[src/rtl/core/rsp_pkg.sv]
// shared constants, types and handoff structs for the running sum with penalty block
// used by every module in rtl/core; depends on nothing
package rsp_pkg;

  localparam int HEAP_DEPTH = 1024;
  localparam int MAX_ITEMS  = 65536;

  localparam int ADDR_W  = (HEAP_DEPTH > 1) ? $clog2(HEAP_DEPTH) : 1;
  localparam int CNT_W   = $clog2(HEAP_DEPTH + 1);
  localparam int VAL_W   = 31;
  localparam int SUM_W   = VAL_W + ADDR_W;
  localparam int POS_W   = $clog2(MAX_ITEMS + 1);
  localparam int PEN_W   = 30;
  localparam int PROD_W  = POS_W + PEN_W;
  localparam int LIMIT_W = 11;
  localparam int IN_W    = 32;
  localparam int BEST_W  = 42;
  localparam int COUNT_W = 11;
  localparam int OUT_W   = 56;
  localparam int OUT_PAD_W = OUT_W - BEST_W - COUNT_W;
  localparam int CFG_IDX_W = 1;
  localparam int CFG_W     = 30;

  typedef logic [ADDR_W-1:0]  addr_t;
  typedef logic [CNT_W-1:0]   cnt_t;
  typedef logic [VAL_W-1:0]   val_t;
  typedef logic [SUM_W-1:0]   sum_t;
  typedef logic [POS_W-1:0]   pos_t;
  typedef logic [PEN_W-1:0]   pen_t;
  typedef logic [PROD_W-1:0]  prod_t;
  typedef logic [LIMIT_W-1:0] limit_t;
  typedef logic [BEST_W-1:0]  best_t;
  typedef logic [COUNT_W-1:0] count_t;
  typedef logic [CFG_IDX_W-1:0] cfg_idx_t;

  localparam cfg_idx_t CFG_KEEP_LIMIT = 1'd0;
  localparam cfg_idx_t CFG_PENALTY    = 1'd1;

  localparam limit_t KEEP_LIMIT_RST = 11'd1024;

  typedef struct packed {
    logic   start;
    logic   sos;
    logic   nonneg;
    val_t   value;
    limit_t limit;
  } heap_cmd_t;

  typedef struct packed {
    logic done;
    cnt_t size;
    sum_t sum;
  } heap_stat_t;

endpackage

[src/rtl/core/rsp_score.sv]
// item position, registered penalty product and best score so far
// depends on rsp_pkg
module rsp_score (
  input  logic          clk_i,
  input  logic          rst_ni,
  input  logic          start_i,
  input  logic          sos_i,
  input  rsp_pkg::pen_t penalty_i,
  input  logic          fin_i,
  input  rsp_pkg::sum_t sum_i,
  output rsp_pkg::sum_t best_o
);

  rsp_pkg::pos_t  pos_q, pos_d;
  rsp_pkg::prod_t prod_q;
  rsp_pkg::sum_t  best_q, best_d;
  rsp_pkg::pos_t  pos0;
  logic [63:0]    diff;

  always_comb begin
    pos0   = sos_i ? '0 : pos_q;
    pos_d  = pos_q;
    best_d = best_q;
    diff   = 64'(sum_i) - 64'(prod_q);
    if (start_i) begin
      pos_d = (32'(pos0) < 32'(rsp_pkg::MAX_ITEMS)) ? pos0 + 1'b1 : pos0;
      if (sos_i) begin
        best_d = '0;
      end
    end else if (fin_i) begin
      if (64'(sum_i) > 64'(prod_q) && rsp_pkg::sum_t'(diff) > best_q) begin
        best_d = rsp_pkg::sum_t'(diff);
      end
    end
  end

  always_ff @(posedge clk_i or negedge rst_ni) begin
    if (!rst_ni) begin
      pos_q  <= '0;
      best_q <= '0;
    end else begin
      pos_q  <= pos_d;
      best_q <= best_d;
    end
  end

  // multiplier output register
  always_ff @(posedge clk_i) begin
    prod_q <= rsp_pkg::prod_t'(pos_q) * rsp_pkg::prod_t'(penalty_i);
  end

  assign best_o = best_q;

endmodule

[config.mk]
export PLATFORM = sky130hd
export DESIGN_NAME = rsp_score
export DESIGN_NICKNAME = d
export VERILOG_FILES = /design/src/rtl/core/rsp_pkg.sv /design/src/rtl/core/rsp_score.sv
export SDC_FILE = /design/constraint.sdc
export NUM_CORES = 2
export LEC_CHECK = 0
export ABC_CLOCK_PERIOD_IN_PS = 6920
export BUFFER_PORTS_ARGS = -buffer_cell sky130_fd_sc_hd__buf_2
export CAP_MARGIN = 10
export CORE_MARGIN = 3
export CORE_UTILIZATION = 45
export CTS_BUF_LIST = sky130_fd_sc_hd__clkbuf_16
export CTS_CLUSTER_SIZE = 12
export DETAILED_ROUTE_END_ITERATION = 16
export PLACE_DENSITY = 0.66
export SYNTH_ARGS = -nofsm -noshare
export SYNTH_HDL_FRONTEND = slang
export SYNTH_SLANG_ARGS = --single-unit
[constraint.sdc]
create_clock -name clk_i -period 6.92 [get_ports clk_i]
set_input_delay 0.692 -clock clk_i [delete_from_list [all_inputs] [get_ports clk_i]]
set_output_delay 0.692 -clock clk_i [all_outputs]
set_load 0.005 [all_outputs]
Word level (Yosys, flattened, before mapping):

Index checks and enable logic that the tools add are counted.

* reductions and logical operators: 4
* div/mod/pow operators: 0
* multiply operators: 1
* shift operators: 0
* $add $sub $neg: 2
* bitwise gates (word level): 0
* muxes and demuxes: 6
* equality and inequality tests: 1
* $lt $le $gt $ge: 3

Operator list (number)
* two-way mux 41 bit: 4
* greater-than comparator 41 x 47 -> 1 bit: 1
* multiplier 17 x 30 -> 47 bit: 1
* greater-than comparator 41 bit: 1
* subtractor 41 bit: 1
* two-way mux 17 bit: 2
* adder 17 x 1 -> 17 bit, second input constant: 1
* less-than comparator 17 bit, second input constant: 1
* nonzero test 2 bit: 2
* AND reduction 3 bit: 1
* inequality test 2 x 1 -> 1 bit, second input constant: 1
* logical AND 1 bit: 1

* bits in latches: 0
* input port bits: 76
* RAM bits: 0
* register bits: 105
* memories: 0
* memory bits (read-only): 0
* output and inout bits: 41
* logic and storage cells: 20

Logic depth before layout (Yosys ltp):

* word-level depth: 6
* mapped depth: 25
* depth with buffers taken out: 23

Worst setup path after synthesis:

Ideal clock, no wire load.

* kind: input port to flip-flop
* start: in penalty_i[5]
* end: reg prod_q[40]
* library setup time: 0.086 ns
* arrival time: 6.465 ns
* path slack: 0.369 ns
* data required time: 6.834 ns
* path buffers: 1
* cell stages on the path: 21
* cell sequence: clkbuf_1 and2_1 fa_1 inv_1 fa_1 fa_1 fa_1 inv_1 fa_1 inv_1 fa_1 inv_1 ha_1 and3_1 o211ai_1 o21ai_0 nor2b_1 a211oi_1 o41ai_1 mux2_2 a211oi_1

* longest elaborated chain between the ends: 1

Ends and longest elaborated chain
* from (decl): RTL line rsp_score.sv:8 `input rsp_pkg::pen_t penalty_i,`
* multiplier 17 x 30 -> 47 bit: RTL line rsp_score.sv:49 `prod_q <= rsp_pkg::prod_t'(pos_q) * rsp_pkg::prod_t'(penalty_i);`
* to (signal assigned): RTL line rsp_score.sv:49
* to (decl): RTL line rsp_score.sv:15 `rsp_pkg::prod_t prod_q;`

No other way between the ends.
A chain may end at the register's enable or synchronous reset.

Worst setup path in the final report:

* start: reg pos_q[6]
* end: reg prod_q[40]

* longest elaborated chain between the ends: 1

Ends and longest elaborated chain
* from (decl): RTL line rsp_score.sv:14 `rsp_pkg::pos_t pos_q, pos_d;`
* from (signal assigned): RTL line rsp_score.sv:42 `pos_q <= pos_d;`
* multiplier 17 x 30 -> 47 bit: RTL line rsp_score.sv:49

No other way between the ends.

==> metrics.md <==
| Metric | Value |
|---|---|
| Outcome | `complete, no violations` |
| Top-count cell post-synth | `inv_1` |
| Yosys top cell by area | `fa_1` |
| Syn avg cell area | `~8.7 sq um` |
| Reg clk slew, reported paths | `roughly 0.09 ns` |
| R2R cell count | `23` |
| Worst vdd ir | `0.150 mV` |
| Die H | `around 240 microns` |
| Post-route ant nets | `0` |
| Max-cap viol count | `0` |
| Register area | `about 0.0024 sq mm` |
| Post-synth top cells | `inv_1, fa_1, nand2_1, and2_1, ha_1` |
| Worst EP arrival | `about 6.9 ns` |
| Syn Inst Count | `between 2000 and 3000` |
| Mapped Area | `approximately 0.024 sq mm` |
| Largest net degree at the start of global routing | `59` |
| Met3 Usage GRT | `3.24%` |
| Via Count | `around 19000` |
| Clk sinks | `roughly 110` |
| Initial antenna violation count | `0` |
| Post-Synth XOR/XNOR Area | `3.09%` |
| Adder-Cell Fraction of Synth Area | `between 40 and 50%` |
| Placement row count | `83` |
| Crit path max fanout | `11` |
| Synth Area in Simple Gates | `between 15 and 20%` |
| Port Buf Inserts | `~120` |
| Die ar. | `~0.056 sq mm` |
| Area contributors post-synth | `fa_1, ha_1, inv_1` |
| Cell Pwr Density | `200 mW/mm^2` |
| Post-route design area | `roughly 0.026 sq mm` |
| DP Wirelength | `~54000 microns` |
| GPL Wtd Cong | `~0.94` |
| Setup Fix Bufs, Post-CTS | `0` |
| CTS max path bufs | `2` |
| Initial Utilization | `45.9%` |
| Leakage Power | `about 13 nW` |
| DRT iter0 DRCs | `roughly 1200` |
| First-pass GRT wire length | `between 100000 and 150000 microns` |
| Drt drc | `0` |
| Setup Skew | `about 0.019 ns` |
| Hold Crit Class | `primary input to async pin` |
| Fraction of layout cells with a size suffix above 1 | `9.78%` |
| Synth unique cells | `80` |
| Fin crit period | `~6.6 ns` |
| Post-synthesis mux area share | `under 10%` |
| Final Hold Viols | `0` |
| Core ar. | `~0.052 sq mm` |
| Final WS setup | `0.271 ns` |
| Fin nets | `3527` |
| Post-Syn Nets | `around 3400` |
| Drt wl/cell | `about 18 microns` |
| Slew margin rel. | `approximately 38%` |
| Clock Tree Root | `clkbuf_16` |
| Synth Area in Compound Gates | `a little under a tenth` |
| Area growth from synthesis to layout | `7.47%` |
| EDFF count, synth | `0` |
| CTS tree | `yes` |
| Crit share post-route | `96.1%` |
| # IOs | `roughly 120` |
| Met2 Resource Use GR | `roughly two fifths` |
| Critical path capture point type | `register` |
| R2R Setup Slk | `~0.27 ns` |
| WP data required | `between 7 and 8 ns` |
| Fillers | `approximately 4900` |
| Synth warn | `0` |
| Crit Path Category | `register to register` |
| GRT Resource Usage Total | `between 20 and 25%` |
| Post-synthesis async set-or-reset flop share | `between 50% and 60%` |
| Die width | `around 240 microns` |
| Initial DRT Pass Iterations | `6` |
| Final Max Tran Viols | `0` |
| Clk_lat worst skew | `~0.36 ns` |
| Startpoint Class | `register` |
| Slew @ Worst Pin | `0.932 ns` |
| Dpl ws | `-0.0792 ns` |
| Total gr overflow | `0` |
| CTS buffer count | `9` |
| Fmax | `about 150 MHz` |
| DP Area | `around 0.025 sq mm` |
| Seq/Total Area, Yosys | `between 10 and 15%` |
| GRT met1 Usage | `31.2%` |
| Post-Route WL | `approximately 64000 microns` |
| Vias in the first global route | `roughly 20000` |
| Setup violations, final | `0` |
| Drt via density | `between 5 and 6` |
| GRT Max-Usage Layer | `met2` |
| Top_reg_cell synth | `dfrtp_1` |
| H-tree levels | `3` |
| Multi-input logic area | `about 0.018 sq mm` |
| Yosys top cell area share | `between 30% and 40%` |
| Number of synthesized register bits | `around 110` |
| Largest family of logic cells by synthesized area | `adder cells` |
-- registers in the layout, indices dropped and copies added (netlist names) --
register and flops:
best_o 41, prod_q 47, pos_q 17
-- cells by family after synthesis --
family / count (synthesis)
AO/OA/AOI/OAI: 350
XOR/XNOR: 84
adder cells (fa/ha/maj): 624
buffers and inverters: 738
flip-flops: 105
multiplexers: 45
AND/OR/NAND/NOR: 801
-- layout by cell type, fill, tap and decap left out, types with 51 or more instances in the layout --
master and n:
nand2_1 406, nor2_1 56, fa_1 420, ha_1 204, buf_4 78, o21ai_0 51, dfrtp_1 57, a21oi_1 131
xnor2_1 61, a21o_1 51, inv_1 606, and2_1 204, buf_2 116
-- metal layers --
| layer | wire length [microns] | part of all wire, % |
|---|---|---|
| met3 | 3800 | 5.9 |
| met2 | 30500 | 48 |
| met4 | 2150 | 3.4 |
| met5 | 0 | 0 |
| met1 | 27500 | 43 |
-- final timing paths --
check                                 startpoint                endpoint
max                         pos_q[6]$_DFFE_PN0P_      prod_q[40]$_DFF_P_
min                                       rst_ni  best_o[29]$_DFFE_PN0P_
max reg2reg                 pos_q[6]$_DFFE_PN0P_      prod_q[40]$_DFF_P_
min reg2reg                best_o[0]$_DFFE_PN0P_   best_o[0]$_DFFE_PN0P_
max in group asynchronous                 rst_ni    pos_q[7]$_DFFE_PN0P_
min in group clk_i         best_o[0]$_DFFE_PN0P_   best_o[0]$_DFFE_PN0P_
-- final cells by class --
cell class              instances  share of cell area, %
clock buffers                   9                  0.882
flip-flops and latches        105                   9.37
well taps                     680                   3.33
diodes                          1                0.00980
clock inverters                 7                  0.264
multi-input cells            1904                   72.2
repair buffers                201                   5.08
inverters                     606                   8.90
-- metrics by stage --
| stage | hold WS, ns | util [%] | instances | total power, mW | setup TNS [ns] |
|---|---|---|---|---|---|
| 2_1_floorplan | 0.396 | - | 2747 | 3.56 | 0 |
| 3_3_place_gp | 0.548 | 48.7 | 3496 | 4.52 | 0 |
| 3_5_place_dp | 0.564 | 48.7 | 3496 | 4.61 | -0.0792 |
| 4_1_cts | 0.511 | 49.3 | 3512 | 5.14 | 0 |
| 5_1_grt | 0.543 | 49.3 | 3512 | 5.64 | -0.0311 |
| 6_report | 0.495 | 49.3 | 3513 | 5.12 | 0 |
-- worst max-delay path: stages (launching register included) --
cell and delay [ns]:
dfrtp_1 0.56, buf_4 0.27, and2_1 0.17, fa_1 0.50, inv_1 0.05, fa_1 0.49, fa_1 0.52, inv_1 0.05
fa_1 0.47, fa_1 0.54, inv_1 0.05, fa_1 0.53, inv_1 0.04, ha_1 0.30, a21o_1 0.22, a21o_1 0.18
a21o_1 0.19, a221o_1 0.33, nor2b_1 0.13, a211oi_1 0.19, buf_4 0.17, o41ai_2 0.09, mux2_2 0.29, a211oi_1 0.23
-- power breakdown --
part	total [mW]	internal [mW]	switching, mW
registers	0.932	0.809	0.124
clock network	0.513	0.255	0.258
logic	3.68	1.53	2.14
-- what timing repair did --
| item | CTS | global route |
|---|---|---|
| hold buffers | 0 | 0 |
| gates resized for setup | 0 | 4 |
| endpoints found under the setup margin | 0 | 6 |
Note: power is estimated with default switching activity, not from simulation.
